### src/design/battery_breathing_led_driver_unit_assert.svh
// ----------------------------------------------------------------------------
// battery breathing led driver assertion macros
// shared property forms used by the driver modules
// ----------------------------------------------------------------------------
`ifndef BATTERY_BREATHING_LED_DRIVER_UNIT_ASSERT_SVH
`define BATTERY_BREATHING_LED_DRIVER_UNIT_ASSERT_SVH

// same-cycle implication
`define BBLDRV_ASSERT_NOW(label, clk, rst_n, ante, cons, msg) \
    label: assert property (@(posedge clk) disable iff (!rst_n) (ante) |-> (cons)) \
        else $error(msg);

// next-cycle implication
`define BBLDRV_ASSERT_NEXT(label, clk, rst_n, ante, cons, msg) \
    label: assert property (@(posedge clk) disable iff (!rst_n) (ante) |=> (cons)) \
        else $error(msg);

`endif

### src/design/bbldrv_pkg.sv
`timescale 1ns / 1ps
// ----------------------------------------------------------------------------
// bbldrv_pkg
// shared types and constants of the battery breathing led driver
// ----------------------------------------------------------------------------
package bbldrv_pkg;

    localparam logic OP_SAMPLE = 1'b0;
    localparam logic OP_TICK   = 1'b1;

    typedef enum logic [1:0] {
        STAGE_4HZ,
        STAGE_2HZ,
        STAGE_1HZ,
        STAGE_QUARTER_HZ
    } t_stage;

    localparam int unsigned PERIOD_MS = 4000;

    localparam logic [12:0] Q_OFFSET   = 13'd3000;
    localparam logic [10:0] Q_MAX      = 11'd1200;
    localparam logic [10:0] Q_STAGE0   = 11'd180;
    localparam logic [10:0] Q_STAGE1   = 11'd360;
    localparam logic [10:0] Q_STAGE2   = 11'd540;
    localparam logic [10:0] Q_KNEE     = 11'd600;
    localparam logic [6:0]  LEVEL_FULL = 7'd120;
    localparam logic [6:0]  GREEN_BASE = 7'd100;

    // reciprocals: x/5 = x*205>>10, x/30 = x*1093>>15, x/12 = x*2731>>15
    localparam logic [7:0]  RECIP_5   = 8'd205;
    localparam logic [10:0] RECIP_30  = 11'd1093;
    localparam logic [11:0] RECIP_12  = 12'd2731;

    typedef struct packed {
        logic        tick_on;
        logic [6:0]  red;
        logic [6:0]  green;
        logic [10:0] level;
        t_stage      stage;
    } t_item;

endpackage

### src/design/battery_breathing_led_driver_unit.sv
`timescale 1ns / 1ps
// ----------------------------------------------------------------------------
// battery_breathing_led_driver_unit
// battery charge colour and breathing brightness for a two-colour led
// ----------------------------------------------------------------------------
// one beat in and one beat out per cycle, sustained while m_axis_tready stays
// high; a result passes through the queue register, the registered sine
// lookup and the scaling multiply into the output register. sample beats (tuser 0)
// store charge level, blink stage and colour and return zero drive; tick beats
// (tuser 1) advance the 4000 ms phase and return the stored colour scaled by
// the breathing brightness, or zero when presence is not detected.
module battery_breathing_led_driver_unit #(
    parameter int unsigned SINE_ENTRIES = 256
) (
    input  logic        i_clk,
    input  logic        i_rst_n,
    input  logic        s_axis_tvalid,
    output logic        s_axis_tready,
    input  logic [15:0] s_axis_tdata,   // adc_millivolts[11:0], detected[12], zero pad
    input  logic        s_axis_tuser,   // op
    output logic        m_axis_tvalid,
    input  logic        m_axis_tready,
    output logic [31:0] m_axis_tdata    // red_drive[6:0], green_drive[13:7],
                                        // charge_level[24:14], blink_stage[26:25], zero pad
);

    localparam int unsigned IDX_W  = $clog2(SINE_ENTRIES);
    localparam int unsigned ITEM_W = $bits(bbldrv_pkg::t_item);
    localparam int unsigned Q_W    = ITEM_W + IDX_W;

    logic               w_front_valid;
    logic               w_front_ready;
    bbldrv_pkg::t_item  w_front_item;
    logic [IDX_W-1:0]   w_front_idx;
    logic               w_back_valid;
    logic               w_back_ready;
    logic [Q_W-1:0]     w_back_data;
    logic [6:0]         w_red;
    logic [6:0]         w_green;
    logic [10:0]        w_level;
    logic [1:0]         w_stage;

    bbldrv_front #(
        .SINE_ENTRIES (SINE_ENTRIES)
    ) u_front (
        .i_clk            (i_clk),
        .i_rst_n          (i_rst_n),
        .i_valid          (s_axis_tvalid),
        .o_ready          (s_axis_tready),
        .i_op             (s_axis_tuser),
        .i_adc_millivolts (s_axis_tdata[11:0]),
        .i_detected       (s_axis_tdata[12]),
        .o_valid          (w_front_valid),
        .i_ready          (w_front_ready),
        .o_item           (w_front_item),
        .o_idx            (w_front_idx)
    );

    bbldrv_fifo #(
        .WIDTH (Q_W)
    ) u_fifo (
        .i_clk   (i_clk),
        .i_rst_n (i_rst_n),
        .i_valid (w_front_valid),
        .o_ready (w_front_ready),
        .i_data  ({w_front_idx, w_front_item}),
        .o_valid (w_back_valid),
        .i_ready (w_back_ready),
        .o_data  (w_back_data)
    );

    bbldrv_back #(
        .SINE_ENTRIES (SINE_ENTRIES)
    ) u_back (
        .i_clk          (i_clk),
        .i_rst_n        (i_rst_n),
        .i_valid        (w_back_valid),
        .o_ready        (w_back_ready),
        .i_item         (bbldrv_pkg::t_item'(w_back_data[ITEM_W-1:0])),
        .i_idx          (w_back_data[Q_W-1:ITEM_W]),
        .o_valid        (m_axis_tvalid),
        .i_ready        (m_axis_tready),
        .o_red_drive    (w_red),
        .o_green_drive  (w_green),
        .o_charge_level (w_level),
        .o_blink_stage  (w_stage)
    );

    assign m_axis_tdata = {5'b00000, w_stage, w_level, w_green, w_red};

endmodule

### src/design/bbldrv_front.sv
`timescale 1ns / 1ps
// ----------------------------------------------------------------------------
// bbldrv_front
// accepts sample and tick beats, updates charge, colour and phase state
// ----------------------------------------------------------------------------
module bbldrv_front #(
    parameter int unsigned SINE_ENTRIES = 256,
    localparam int unsigned IDX_W = $clog2(SINE_ENTRIES)
) (
    input  logic                     i_clk,
    input  logic                     i_rst_n,
    input  logic                     i_valid,
    output logic                     o_ready,
    input  logic                     i_op,
    input  logic [11:0]              i_adc_millivolts,
    input  logic                     i_detected,
    output logic                     o_valid,
    input  logic                     i_ready,
    output bbldrv_pkg::t_item        o_item,
    output logic [IDX_W-1:0]         o_idx
);

    localparam int unsigned IDX_W1 = IDX_W + 1;

    logic [11:0]          r_phase, n_phase;
    logic                 w_phase_wrap;
    bbldrv_pkg::t_stage   r_stage, n_stage;
    logic [6:0]           r_red, n_red;
    logic [6:0]           r_green, n_green;
    logic [10:0]          r_level, n_level;
    logic [IDX_W-1:0]     r_acc_idx [4];
    logic [IDX_W-1:0]     n_acc_idx [4];
    logic [11:0]          r_acc_rem [4];
    logic [11:0]          n_acc_rem [4];

    logic                 w_accept;
    logic                 w_tick;
    logic [12:0]          w_twice;
    logic [12:0]          w_diff;
    logic [10:0]          w_q;
    bbldrv_pkg::t_stage   w_stage;
    logic [10:0]          w_hi_red_x;
    logic [10:0]          w_hi_green_x;
    logic [10:0]          w_mid_x5;
    logic [18:0]          w_red_prod;
    logic [21:0]          w_green_hi_prod;
    logic [22:0]          w_green_mid_prod;
    logic [6:0]           w_red;
    logic [6:0]           w_green;

    assign w_accept = i_valid & o_ready;
    assign w_tick   = (i_op == bbldrv_pkg::OP_TICK);
    assign o_ready  = i_ready;
    assign o_valid  = i_valid;

    // charge level and colour from one sample
    assign w_twice = {i_adc_millivolts, 1'b0};
    assign w_diff  = w_twice - bbldrv_pkg::Q_OFFSET;

    always_comb begin
        if (w_twice < bbldrv_pkg::Q_OFFSET) begin
            w_q = '0;
        end else if (w_diff > {2'b00, bbldrv_pkg::Q_MAX}) begin
            w_q = bbldrv_pkg::Q_MAX;
        end else begin
            w_q = w_diff[10:0];
        end
    end

    always_comb begin
        if (w_q <= bbldrv_pkg::Q_STAGE0) begin
            w_stage = bbldrv_pkg::STAGE_4HZ;
        end else if (w_q <= bbldrv_pkg::Q_STAGE1) begin
            w_stage = bbldrv_pkg::STAGE_2HZ;
        end else if (w_q <= bbldrv_pkg::Q_STAGE2) begin
            w_stage = bbldrv_pkg::STAGE_1HZ;
        end else begin
            w_stage = bbldrv_pkg::STAGE_QUARTER_HZ;
        end
    end

    assign w_hi_red_x       = bbldrv_pkg::Q_MAX - w_q;
    assign w_hi_green_x     = w_q - bbldrv_pkg::Q_KNEE;
    assign w_mid_x5         = 11'((w_q - bbldrv_pkg::Q_STAGE1) * 11'd5);
    assign w_red_prod       = 19'(w_hi_red_x) * 19'(bbldrv_pkg::RECIP_5);
    assign w_green_hi_prod  = 22'(w_hi_green_x) * 22'(bbldrv_pkg::RECIP_30);
    assign w_green_mid_prod = 23'(w_mid_x5) * 23'(bbldrv_pkg::RECIP_12);

    always_comb begin
        if (w_q >= bbldrv_pkg::Q_KNEE) begin
            w_red   = w_red_prod[16:10];
            w_green = bbldrv_pkg::GREEN_BASE + w_green_hi_prod[21:15];
        end else if (w_q >= bbldrv_pkg::Q_STAGE1) begin
            w_red   = bbldrv_pkg::LEVEL_FULL;
            w_green = w_green_mid_prod[21:15];
        end else begin
            w_red   = bbldrv_pkg::LEVEL_FULL;
            w_green = '0;
        end
    end

    // one phase accumulator per blink stage: index and remainder of r*n/4000
    assign w_phase_wrap = (r_phase == 12'(bbldrv_pkg::PERIOD_MS - 1));

    for (genvar s = 0; s < 4; s++) begin : g_acc
        localparam int unsigned MULT   = (s == 3) ? 1 : (16 >> s);
        localparam int unsigned STEP_Q = MULT * SINE_ENTRIES / bbldrv_pkg::PERIOD_MS;
        localparam int unsigned STEP_R = MULT * SINE_ENTRIES % bbldrv_pkg::PERIOD_MS;

        logic [12:0]       w_rem_sum;
        logic              w_carry;
        logic [IDX_W1-1:0] w_idx_sum;

        assign w_rem_sum = {1'b0, r_acc_rem[s]} + 13'(STEP_R);
        assign w_carry   = (w_rem_sum >= 13'(bbldrv_pkg::PERIOD_MS));
        assign w_idx_sum = {1'b0, r_acc_idx[s]} + IDX_W1'(STEP_Q) + IDX_W1'(w_carry);

        assign n_acc_rem[s] = w_phase_wrap ? '0 :
                              w_carry ? 12'(w_rem_sum - 13'(bbldrv_pkg::PERIOD_MS)) :
                              w_rem_sum[11:0];
        assign n_acc_idx[s] = w_phase_wrap ? '0 :
                              (w_idx_sum >= IDX_W1'(SINE_ENTRIES)) ?
                              IDX_W'(w_idx_sum - IDX_W1'(SINE_ENTRIES)) :
                              w_idx_sum[IDX_W-1:0];
    end

    assign n_phase = w_phase_wrap ? '0 : r_phase + 12'd1;

    always_comb begin
        n_stage = r_stage;
        n_red   = r_red;
        n_green = r_green;
        n_level = r_level;
        if (!w_tick) begin
            n_stage = w_stage;
            n_red   = w_red;
            n_green = w_green;
            n_level = w_q;
        end
    end

    assign o_item.tick_on = w_tick & i_detected;
    assign o_item.red     = n_red;
    assign o_item.green   = n_green;
    assign o_item.level   = n_level;
    assign o_item.stage   = n_stage;
    assign o_idx          = n_acc_idx[n_stage];

    always_ff @(posedge i_clk) begin
        if (!i_rst_n) begin
            r_phase <= '0;
            r_stage <= bbldrv_pkg::STAGE_QUARTER_HZ;
            r_red   <= '0;
            r_green <= '0;
            r_level <= '0;
            for (int s = 0; s < 4; s++) begin
                r_acc_idx[s] <= '0;
                r_acc_rem[s] <= '0;
            end
        end else if (w_accept) begin
            r_stage <= n_stage;
            r_red   <= n_red;
            r_green <= n_green;
            r_level <= n_level;
            if (w_tick) begin
                r_phase <= n_phase;
                for (int s = 0; s < 4; s++) begin
                    r_acc_idx[s] <= n_acc_idx[s];
                    r_acc_rem[s] <= n_acc_rem[s];
                end
            end
        end
    end

`include "battery_breathing_led_driver_unit_assert.svh"

    `BBLDRV_ASSERT_NOW(a_phase_zero_acc, i_clk, i_rst_n, r_phase == 12'd0, (r_acc_idx[0] == '0) && (r_acc_rem[0] == 12'd0), "accumulator not aligned with phase start")

endmodule

### src/design/bbldrv_fifo.sv
`timescale 1ns / 1ps
// ----------------------------------------------------------------------------
// bbldrv_fifo
// two-entry queue between the front and the back
// ----------------------------------------------------------------------------
module bbldrv_fifo #(
    parameter int unsigned WIDTH = 32
) (
    input  logic             i_clk,
    input  logic             i_rst_n,
    input  logic             i_valid,
    output logic             o_ready,
    input  logic [WIDTH-1:0] i_data,
    output logic             o_valid,
    input  logic             i_ready,
    output logic [WIDTH-1:0] o_data
);

    logic [WIDTH-1:0] r_mem [2];
    logic             r_wr_ptr;
    logic             r_rd_ptr;
    logic [1:0]       r_count;
    logic             w_push;
    logic             w_pop;

    assign o_ready = (r_count != 2'd2);
    assign o_valid = (r_count != 2'd0);
    assign o_data  = r_mem[r_rd_ptr];
    assign w_push  = i_valid & o_ready;
    assign w_pop   = o_valid & i_ready;

    always_ff @(posedge i_clk) begin
        if (w_push) begin
            r_mem[r_wr_ptr] <= i_data;
        end
    end

    always_ff @(posedge i_clk) begin
        if (!i_rst_n) begin
            r_wr_ptr <= 1'b0;
            r_rd_ptr <= 1'b0;
            r_count  <= '0;
        end else begin
            if (w_push) begin
                r_wr_ptr <= ~r_wr_ptr;
            end
            if (w_pop) begin
                r_rd_ptr <= ~r_rd_ptr;
            end
            r_count <= r_count + 2'(w_push) - 2'(w_pop);
        end
    end

`include "battery_breathing_led_driver_unit_assert.svh"

    `BBLDRV_ASSERT_NOW(a_count_track, i_clk, i_rst_n, $past(i_rst_n), r_count == 2'($past(r_count) + 2'($past(w_push)) - 2'($past(w_pop))), "queue fill count out of step")

endmodule

### src/design/bbldrv_back.sv
`timescale 1ns / 1ps
// ----------------------------------------------------------------------------
// bbldrv_back
// sine brightness lookup and colour scaling into the output register
// ----------------------------------------------------------------------------
module bbldrv_back #(
    parameter int unsigned SINE_ENTRIES = 256,
    localparam int unsigned IDX_W = $clog2(SINE_ENTRIES)
) (
    input  logic               i_clk,
    input  logic               i_rst_n,
    input  logic               i_valid,
    output logic               o_ready,
    input  bbldrv_pkg::t_item  i_item,
    input  logic [IDX_W-1:0]   i_idx,
    output logic               o_valid,
    input  logic               i_ready,
    output logic [6:0]         o_red_drive,
    output logic [6:0]         o_green_drive,
    output logic [10:0]        o_charge_level,
    output logic [1:0]         o_blink_stage
);

    localparam logic [63:0] COEF_A = 64'd102944;
    localparam logic [63:0] COEF_B = 64'd42047;
    localparam logic [63:0] COEF_C = 64'd4639;

    function automatic logic [8:0] wave_entry(input int unsigned i);
        logic [63:0] pos;
        logic [63:0] quad;
        logic [63:0] u;
        logic [63:0] u2;
        logic [63:0] u3;
        logic [63:0] u5;
        logic [63:0] s;
        logic [63:0] e;
        pos  = 64'(4 * i);
        quad = pos / SINE_ENTRIES;
        u    = ((pos % SINE_ENTRIES) << 16) / SINE_ENTRIES;
        if (quad[0]) begin
            u = 64'd65536 - u;
        end
        u2 = (u * u) >> 16;
        u3 = (u2 * u) >> 16;
        u5 = (u3 * u2) >> 16;
        s  = (COEF_A * u + COEF_C * u5 - COEF_B * u3) >> 16;
        if (s > 64'd65536) begin
            s = 64'd65536;
        end
        if (quad >= 64'd2) begin
            e = (64'd65536 - s + 64'd256) >> 9;
        end else begin
            e = (64'd65536 + s + 64'd256) >> 9;
        end
        return e[8:0];
    endfunction

    logic [8:0] w_wave [SINE_ENTRIES];

    for (genvar g = 0; g < SINE_ENTRIES; g++) begin : g_wave
        assign w_wave[g] = wave_entry(g);
    end

    logic               r_s1_valid;
    logic [8:0]         r_s1_bright;
    bbldrv_pkg::t_item  r_s1_item;
    logic               r_out_valid;
    logic [6:0]         r_out_red;
    logic [6:0]         r_out_green;
    logic [10:0]        r_out_level;
    bbldrv_pkg::t_stage r_out_stage;
    logic               w_out_adv;
    logic               w_s1_adv;
    logic [15:0]        w_red_prod;
    logic [15:0]        w_green_prod;

    assign w_out_adv = !r_out_valid || i_ready;
    assign w_s1_adv  = !r_s1_valid || w_out_adv;
    assign o_ready   = w_s1_adv;

    assign w_red_prod   = 16'(r_s1_item.red) * 16'(r_s1_bright);
    assign w_green_prod = 16'(r_s1_item.green) * 16'(r_s1_bright);

    always_ff @(posedge i_clk) begin
        if (!i_rst_n) begin
            r_s1_valid  <= 1'b0;
            r_out_valid <= 1'b0;
        end else begin
            if (w_s1_adv) begin
                r_s1_valid <= i_valid;
            end
            if (w_out_adv) begin
                r_out_valid <= r_s1_valid;
            end
        end
    end

    always_ff @(posedge i_clk) begin
        if (w_s1_adv && i_valid) begin
            r_s1_item   <= i_item;
            r_s1_bright <= i_item.tick_on ? w_wave[i_idx] : 9'd0;
        end
        if (w_out_adv && r_s1_valid) begin
            r_out_red   <= w_red_prod[14:8];
            r_out_green <= w_green_prod[14:8];
            r_out_level <= r_s1_item.level;
            r_out_stage <= r_s1_item.stage;
        end
    end

    assign o_valid        = r_out_valid;
    assign o_red_drive    = r_out_red;
    assign o_green_drive  = r_out_green;
    assign o_charge_level = r_out_level;
    assign o_blink_stage  = r_out_stage;

`include "battery_breathing_led_driver_unit_assert.svh"

    `BBLDRV_ASSERT_NOW(a_bright_range, i_clk, i_rst_n, r_s1_valid, r_s1_bright <= 9'd256, "brightness above full scale")
    `BBLDRV_ASSERT_NEXT(a_s1_hold, i_clk, i_rst_n, r_s1_valid && !w_out_adv, r_s1_valid, "lookup stage dropped while output stalled")

endmodule

### config.mk
export PLATFORM = sky130hd
export DESIGN_NAME = battery_breathing_led_driver_unit
export DESIGN_NICKNAME = d
export VERILOG_FILES = /design/src/design/bbldrv_pkg.sv /design/src/design/battery_breathing_led_driver_unit.sv /design/src/design/bbldrv_front.sv /design/src/design/bbldrv_fifo.sv /design/src/design/bbldrv_back.sv
export VERILOG_INCLUDE_DIRS = /design/src /design/src/design
export SDC_FILE = /design/constraint.sdc
export NUM_CORES = 1
export LEC_CHECK = 0
export ABC_AREA = 1
export BUFFER_PORTS_ARGS = -buffer_cell sky130_fd_sc_hd__buf_2
export CAP_MARGIN = 20
export CORE_MARGIN = 3
export CORE_UTILIZATION = 30
export DETAILED_ROUTE_END_ITERATION = 6
export SYNTH_ARGS = -nofsm -noshare
export SYNTH_HDL_FRONTEND = slang
export SYNTH_HIERARCHICAL = 1
export SYNTH_SLANG_ARGS = --single-unit
### constraint.sdc
create_clock -name i_clk -period 8.6 [get_ports i_clk]
set_input_delay 0.86 -clock i_clk [delete_from_list [all_inputs] [get_ports i_clk]]
set_output_delay 0.86 -clock i_clk [all_outputs]
set_load 0.01 [all_outputs]
After elaboration in Yosys (flattened, before gate mapping):

Memory sizes are Yosys's and may differ from the RTL's. A register that Yosys moved wholly into a read port is not among the register bits.
Index checks and enable logic that the tools add are counted.
Widths: inputs -> output; s select.

* flip-flop bits (word level): 99
* bits in latches: 0
* memory bits (writable): 152
* memory bits (read-only): 2304
* input bits: 21
* output and inout bits: 34
* logic and storage cells: 144
* memories: 4

* add/subtract/negate cells: 25
* $mul: 6
* divide/modulo/power cells: 0
* order comparisons: 16
* equality and inequality tests: 2
* shifts and indexed selects: 0
* mux-type cells: 49
* bitwise logic cells: 15
* reduce and logical (&&, ||, !) cells: 9

Memories
* (name not given): depth 256, bits a word 9, read ports 1, clocked after Yosys merged registers in 1, wr ports 0, line bbldrv_back.sv:101 `r_s1_bright <= i_item.tick_on ? w_wave[i_idx] : 9'd0;`
* u_fifo.r_mem: depth 2, bits a word 36, read ports 1, clocked after Yosys merged registers in 1, wr ports 1, line bbldrv_fifo.sv:19 `logic [WIDTH-1:0] r_mem [2];`
* u_front.r_acc_rem: depth 4, bits a word 12, read ports 4, clocked after Yosys merged registers in 0, wr ports 4, line bbldrv_front.sv:33 `logic [11:0] r_acc_rem [4];`
* u_front.r_acc_idx: depth 4, bits a word 8, read ports 4, clocked after Yosys merged registers in 0, wr ports 4, line bbldrv_front.sv:31 `logic [IDX_W-1:0] r_acc_idx [4];`

Operator list (number)
* $mux 12: 13
* $mux 8: 14
* $ge 13x12->1 const B: 4
* $sub 12x12->12 const B: 4
* $ge 9x9->1 const B: 4
* $mux 7: 5
* $mux 11: 3
* $sub 8x1->8 const B: 4
* $mul 7x9->15: 2
* $add 8x1->9: 3
* $mul 11x11->22 const B: 1
* $mul 11x12->22 const B: 1
* $mul 11x8->17 const B: 1
* $bmux 8 s2: 1
* $add 12x11->13 const B: 1
* $add 12x12->13 const B: 1
* $add 12x7->13 const B: 1
* $add 12x9->13 const B: 1
* $gt 13x11->1 const B: 1
* $lt 13x12->1 const B: 1
* $sub 13x12->13 const B: 1
* $add 12x1->12 const B: 1
* $eq 12x12->1 const B: 1
* $ge 11x10->1 const B: 1
* other kinds (27): 52

Depth between registers and ports, before layout:

Gate-level depths: netlist of run 1.

* word-level depth: 13
* gate-level depth with buffers: 49

Hierarchy:

Netlist of run 1, hierarchy kept.

Modules (own cells, without submodules)
* bbldrv_front: instances 1, cells an instance 1465, area an instance 11438.5 um2, seq. area each 2582.5 um2
* bbldrv_back: instances 1, cells an instance 1107, area an instance 7942.6 um2, seq. area each 1931.9 um2
* bbldrv_fifo: instances 1, cells an instance 148, area an instance 2991.6 um2, seq. area each 2262.2 um2
* battery_breathing_led_driver_unit: instances 1, cells an instance 6, area an instance 41.3 um2, seq. area each 0.0 um2

Worst setup path after synthesis of run 1:

OpenSTA, ideal clock, no wires.

* path type: input to register
* start point: in s_axis_tdata[2]
* end point: mem u_fifo/r_mem[0][15] (netlist bit), data pin
* setup time: 0.258 ns
* data arrival time: 8.138 ns
* setup slack: 0.204 ns
* cell stages on the path: 44
* buffers on the path: 0
* cells stage by stage: ha_1 nand2_1 nand2_1 nand4_2 nand2_1 nand2_1 nand2_2 nor2_8 nand2_8 nor2_4 inv_1 ha_1 inv_1 xor2_1 inv_1 ha_1 inv_1 fa_1 (+8 left out) ha_1 inv_1 fa_1 fa_1 inv_1 fa_1 fa_1 ha_1 a21oi_1 o21ai_0 a21oi_1 nor2_1 o21ai_0 nand2_1 or2_2 nand3_1 nand3_1 o21a_1

RTL lines
* start, declared: line battery_breathing_led_driver_unit.sv:19 `input logic [15:0] s_axis_tdata,`
* end, declared: line bbldrv_fifo.sv:19

==> results of run 1 <==
[how the worst min path moves through the flow]
stage               depth (start not counted)  slack (ns)                       end                start
CTS                                         0        0.42  u_back/o_charge_level[7]  u_back/r_s1_item[9]
global placement                            0        0.40  u_back/o_charge_level[7]  u_back/r_s1_item[9]
floorplan                                   0        0.40   u_back/o_blink_stage[0]  u_back/r_s1_item[0]
finish                                      0        0.41   u_back/o_blink_stage[1]  u_back/r_s1_item[1]
global route                                0        0.42  u_back/o_charge_level[7]  u_back/r_s1_item[9]
detailed placement                          0        0.41  u_back/o_charge_level[7]  u_back/r_s1_item[9]
[synthesized netlist by cell type, types with 12 or more instances]
library cell,count,area (µm²)
a21oi_1,134,670.6
buf_4,17,127.6
clkbuf_1,40,150.1
dfxtp_1,46,920.9
edfxtp_1,195,5856
fa_1,113,2262
ha_1,275,3441
inv_1,472,1772
inv_2,14,52.55
mux2_4,30,450.4
nand2_1,620,2327
nand3_1,200,1001
nand3b_1,12,90.09
nand4_1,24,150.1
nor2_1,189,709.4
nor3_1,22,110.1
o211ai_1,13,97.59
o21ai_0,103,515.5
or2_2,13,81.33
xnor2_1,18,157.7
xor2_1,41,359.1
[state kept, by name (all words and copies together), names as in the netlist, named ones only]
| name | flops |
|---|---|
| u_back/o_blink_stage | 2 |
| u_back/o_charge_level | 11 |
| u_back/o_green_drive | 7 |
| u_back/o_red_drive | 7 |
| u_back/o_valid | 1 |
| u_back/r_s1_bright | 9 |
| u_back/r_s1_item | 27 |
| u_back/r_s1_valid | 1 |
| u_fifo/r_count | 2 |
| u_fifo/r_mem | 72 |
| u_fifo/r_rd_ptr | 1 |
| u_fifo/r_wr_ptr | 1 |
| u_front/r_acc_idx | 32 |
| u_front/r_acc_rem | 28 |
| u_front/r_green | 7 |
| u_front/r_level | 11 |
| u_front/r_phase | 12 |
| u_front/r_red | 7 |
| u_front/r_stage | 2 |
[per-stage QoR]
step           setup WS [ns]  cell area, µm²   TNS, ns  utilization (%)
3_3_place_gp         -0.1322           23990   -0.7299            32.65
5_1_grt             -0.02102           24940  -0.07579            33.95
3_5_place_dp         -0.1636           23990    -1.068            32.65
6_report              0.5374           24940         0            33.96
2_1_floorplan         0.2039           22430         0                -
4_1_cts               0.4103           24910         0            33.91
[area by class of cell]
cell class                      instances  area [µm²]  share of cell area, %
Sequential cell                       241        6778                  27.17
Multi-Input combinational cell       1918       13420                  53.78
Inverter                              492        1853                  7.429
Clock inverter                         11       77.57                 0.3110
Clock buffer                           42       845.8                  3.391
Antenna cell                            1       2.502                0.01003
Timing Repair Buffer                  118       770.7                  3.090
Tap cell                              959        1200                  4.811
[worst max-delay path, delay by kind of cell]
family | cells | cell delay (ns)
simple gates | 17 | 1.71
xor+xnor | 2 | 0.35
fa+ha+maj | 10 | 3.65
compound gates | 8 | 1.11
buf+inv | 7 | 0.65
[cell families (layout without fill, tap and decap cells)]
| kind of cell | Yosys count | count (layout) | synth area share, % |
|---|---|---|---|
| AND/OR/NAND/NOR | 1117 | 1117 | 21.54 |
| flip-flops | 241 | 241 | 30.23 |
| XOR/XNOR | 60 | 60 | 2.428 |
| multiplexers | 36 | 36 | 2.311 |
| buffers and inverters | 571 | 663 | 10.23 |
| other | 1 | 6 | 0.01673 |
| AO/OA/AOI/OAI | 312 | 312 | 7.798 |
| adder cells (fa/ha/maj) | 388 | 388 | 25.44 |
[layer usage]
metal / global-route usage [%] / part of all wire [%]
met1: 17.19 / 47
met3: 1.825 / 4.7
met4: 3.071 / 2.2
met2: 22.11 / 46
met5: 0 / 0.026
[repair_timing]
action                                  in CTS  in global routing
resized for setup                            0                  9
setup buffers                                0                  0
endpoints found under the setup margin       0                 18
endpoints found under the hold margin        0                  0
==> impl_results.md, run 1 <==
- Area Overhead vs Synth: 11.28%
- Setup slack, reg-to-reg: about 4.1 ns
- Crit share post-route: roughly 94%
- Synth Warn #: 6
- TritonCTS clock tree: yes
- Reg-to-reg endpoint: u_back/o_red_drive[5]
- Initial DRC count: 1095
- Status: finished clean
- IO buf count: 46
- Root Driver: clkbuf_16
- Max Slew Vio Count: 0
- Worst setup SP type: input port
- # DRC: 0
- Clk slew on worst S/H paths: around 0.070 ns
- Non-filler cells, final: around 3800
- Skew-Pair Late Insertion Delay: around 0.57 ns
- Crit Path Max Fanout: 5
- Setup CP Type: in -> reg
- Vias: roughly 18000
- GRT overflow: 0
- Die area: approximately 0.078 mm²
- FILL cells: approximately 7600
- Yosys reg bits: 241
- WHS: 0.4056 ns
- Largest net degree at the start of global routing: 47
- EDFF count, synth: between 150 and 200
- Initial antenna violation count: 3
- Final count of negative-setup-slack endpoints: 0
- Gr usage total: between 10% and 20%
- CP most frequent cell: nand2_1
- First-pass GRT wire length: ~84000 µm
- Worst path max stage delay: around 0.52 ns
- Async SR Flop Fraction: 0%
- Share of cells above drive strength 1: 9.780%
- Gp weighted congestion: about 0.9
- Mapped Area: roughly 0.022 mm²
- Commonest non-fill, non-tap cell in the layout: nand2_1
- Detailed Place HPWL: 38490 µm
- Wire per inst: 13.25 µm
- Worst path slowest cell: fa_1
- CP Capture Point: u_fifo/r_mem[0][17]
- Post-synthesis sequential area ratio: a little under a third
- Worst-Margin Slew: roughly 1.1 ns
- Required time of the critical path: around 9 ns
- Starting Density: a little under a third
- Fin. Hold Viols: 0
- Die W: around 280 µm
- First-pass DRT Iterations: 5
- CTS Hold Bufs: 0
- Setup crit start: s_axis_tdata[2]
- Data arrival time of the worst path: around 8.4 ns
- Cell variety after synth: between 60 and 70
- Final nets: between 3000 and 4000
- Max Fclk: between 100 and 150 MHz
- Reg2Reg Depth: 15
- Antenna-violating nets left: 0
- Rows: between 90 and 100
- Vias in the first global route: about 17000
- Final min period: approximately 8.1 ns
- Max-Cap Viols: 0
- Commonest non-fill, non-tap cells in the layout: 619 x nand2_1, 472 x inv_1, 275 x ha_1, 199 x nand3_1, 195 x edfxtp_1
- Io pins: 55
- Vias per inst: ~4.6
- Mean Syn Cell Area: between 8 and 9 µm²
- Max Buffers Root-to-Sink: 3
- H-tree depth: 1
- WL final: approximately 50000 µm
- Die Span Y: between 200 and 300 µm
- Core ar.: roughly 0.073 mm²
- Worst Skew: 0.03748 ns
- Hold Path Class: reg -> reg
- Clock sinks: 241
- Worst setup EP type: register
- Dpl cells: between 3000 and 4000
- Prevailing post-synth register cell: edfxtp_1
- Headroom to the max-slew limit: 29.32%
- TritonCTS buffer count: 29
- Syn Inst Count: 2726
- Reg2Reg Launch Point: u_back/r_s1_bright[3]
Power of run 1 is left out: the tool's default activity adds up to more than one toggle a clock period on the data nets, which glitch-free logic cannot reach.
==> run 2: changes to the inputs <==
Settings changed: RECOVER_POWER set to 100, SLEW_MARGIN set to 20.
==> impl_results.md, run 2 (synthesis gave the netlist of run 1 again) <==
- Post-layout util: 33.61% (-0.34 points)
- Hold Path Class: reg -> reg
- Die area: 0.07803 mm² (unchanged)
- CP Capture Point: u_fifo/r_mem[0][17]
- Final nets: 3209 (unchanged)
- Clk slew on worst S/H paths: 0.07 ns (about the same)
- Core ar.: 0.07345 mm² (unchanged)
- Clock sinks: 241 (unchanged)
- Worst setup SP type: input port
- First-pass DRT Iterations: 6 (+1)
- Final min period: 8.066 ns (+0.003263 ns)
- Setup CP Type: in -> reg
- H-tree depth: 1 (unchanged)
- Initial DRC count: 1145 (+4.6%)
- Skew-Pair Late Insertion Delay: 0.57 ns (about the same)
- Antenna-violating nets left: 0 (unchanged)
- Max-Cap Viols: 7 (+7)
- Share of cells above drive strength 1: 6.697% (-3.1 points)
- Worst path max stage delay: 0.52 ns (about the same)
- Headroom to the max-slew limit: -103.7% (-130 points)
- Max Buffers Root-to-Sink: 3 (unchanged)
- Die Span Y: 279.3 µm (unchanged)
- FILL cells: 7684 (+0.64%)
- Vias in the first global route: 17190 (unchanged)
- Required time of the critical path: 8.90 ns (about the same)
- Vias per inst: 4.627 (-0.26%)
- IO buf count: 46 (unchanged)
- Root Driver: clkbuf_16
- Max Slew Vio Count: 198 (+198)
- Crit Path Max Fanout: 4 (-1)
- TritonCTS clock tree: yes
- GRT overflow: 0 (unchanged)
- Post-Place Setup Slack: -0.1636 ns (unchanged)
- Die W: 279.3 µm (unchanged)
- Worst Skew: 0.03827 ns (+0.0007955 ns)
- Gr usage total: 12.90% (unchanged)
- WL final: 50310 µm (+0.36%)
- Detailed Place HPWL: 38490 µm (unchanged)
- Reg2Reg Depth: 9 (-6)
- Setup ws final: 0.5341 ns (-0.003263 ns)
- Io pins: 55 (unchanged)
- First-pass GRT wire length: 84210 µm (unchanged)
- Starting Density: 30.51% (unchanged)
- Worst setup EP type: register
- Largest net degree at the start of global routing: 47 (unchanged)
- Postcts setup bufs: 0 (unchanged)
- Failing checks: capacitance limit, slew limit
- Reg-to-reg endpoint: u_back/r_s1_bright[5]
- CTS Hold Bufs: 0 (unchanged)
- Hold path startpoint: u_back/r_s1_item[1]
- Setup slack, reg-to-reg: 4.06 ns (-0.07 ns)
- Max Fclk: 124.0 MHz (about the same)
- Worst-Margin Slew: 3.044 ns (+1.986 ns)
- Largest regs: u_fifo/r_mem x72, u_front/r_acc_idx x32, u_front/r_acc_rem x28
- Status: finished with violations
- Non-filler cells, final: 3784 (+0.053%)
- Data arrival time of the worst path: 8.37 ns (about the same)
- Commonest non-fill, non-tap cell in the layout: nand2_1
- # DRC: 0 (unchanged)
- CP most frequent cell: nand2_1
- Gp weighted congestion: 0.9030 (unchanged)
- Final count of negative-setup-slack endpoints: 0 (unchanged)
- TritonCTS buffer count: 29 (unchanged)
- Setup crit start: s_axis_tdata[3]
- Initial antenna violation count: 3 (unchanged)
- Rows: 99 (unchanged)
- Largest register by flop count: u_fifo/r_mem
- Dpl cells: 3728 (unchanged)
- Crit share post-route: 93.79% (about the same)
- Wire per inst: 13.30 µm (+0.31%)
- Vias: 17510 (-0.21%)
- Worst path slowest cell: fa_1
- Commonest non-fill, non-tap cells in the layout: 620 x nand2_1, 477 x inv_1, 275 x ha_1, 202 x nand3_1, 195 x edfxtp_1
- Max FFs per register: 72 (unchanged)
- Fin. Hold Viols: 0 (unchanged)
- Area Overhead vs Synth: 10.16%
==> run 2: cell types whose count changed in the layout (fill, tap and decap cells not counted), moves of 3 or more <==
cell	change
inv_1	+5
clkbuf_1	+45
buf_2	-31
inv_2	-6
buf_4	-15
mux2_4	-23
nand3_1	+3
o21ai_0	+5
mux2_1	+24
==> run 2: routing by layer <==
layer	wire, µm	GRT usage (%)	part of all wire [%]	vias to the layer above
met4	1050	3.071	2.1	0
met2	23310	22.11	46	361
met1	23770	17.19	47	8066
met5	0	0	0	-
met3	2178	1.825	4.3	72
li1	-	-	-	9008
==> run 2: repair_timing <==
| action | 4_1_cts | 5_1_grt |
|---|---|---|
| hold endpoints to repair | 0 | 0 |
| gates resized for setup | 0 | 9 |
| setup endpoints to repair | 0 | 18 |
==> run 2: layout make-up <==
cell class / instances / area (µm²) / area share (%)
repair buffers: 118 / 679.4 / 2.752
multi-input cells: 1918 / 13250 / 53.67
flip-flops and latches: 241 / 6777 / 27.45
inverters: 492 / 1852 / 7.500
well taps: 959 / 1200 / 4.860
clock buffers: 42 / 845.8 / 3.426
diodes: 3 / 7.507 / 0.03040
clock inverters: 11 / 77.57 / 0.3142
==> run 2: worst max-delay path, delay by kind of cell <==
kind | cells | cell delay, ns
AOI/OAI and AO/OA | 8 | 1.11
xor gates and xnor gates | 2 | 0.35
adders and majority gates | 10 | 3.60
buffers and inverters | 8 | 0.70
and+or+nand+nor | 17 | 1.73
==> run 2: worst min path at each step <==
stage,end,cells past startpoint,slack (ns)
after floorplan,u_back/o_blink_stage[0],0,0.40
after global placement,u_back/o_charge_level[7],0,0.40
after detailed placement,u_back/o_charge_level[7],0,0.41
after CTS,u_back/o_charge_level[7],0,0.42
after global routing,u_back/o_charge_level[7],0,0.42
final,u_back/o_blink_stage[1],0,0.40
==> run 2: per-stage QoR <==
| step | hold WS, ns | setup TNS (ns) | cell area (µm²) |
|---|---|---|---|
| floorplan | 0.4003 | 0 | 22430 |
| global placement | 0.4025 | -0.7299 | 23990 |
| detailed placement | 0.4065 | -1.068 | 23990 |
| CTS | 0.4175 | 0 | 24910 |
| global route | 0.4208 | -0.06640 | 24690 |
| finish | 0.4049 | 0 | 24690 |
Power of run 2 is left out for the same reason.
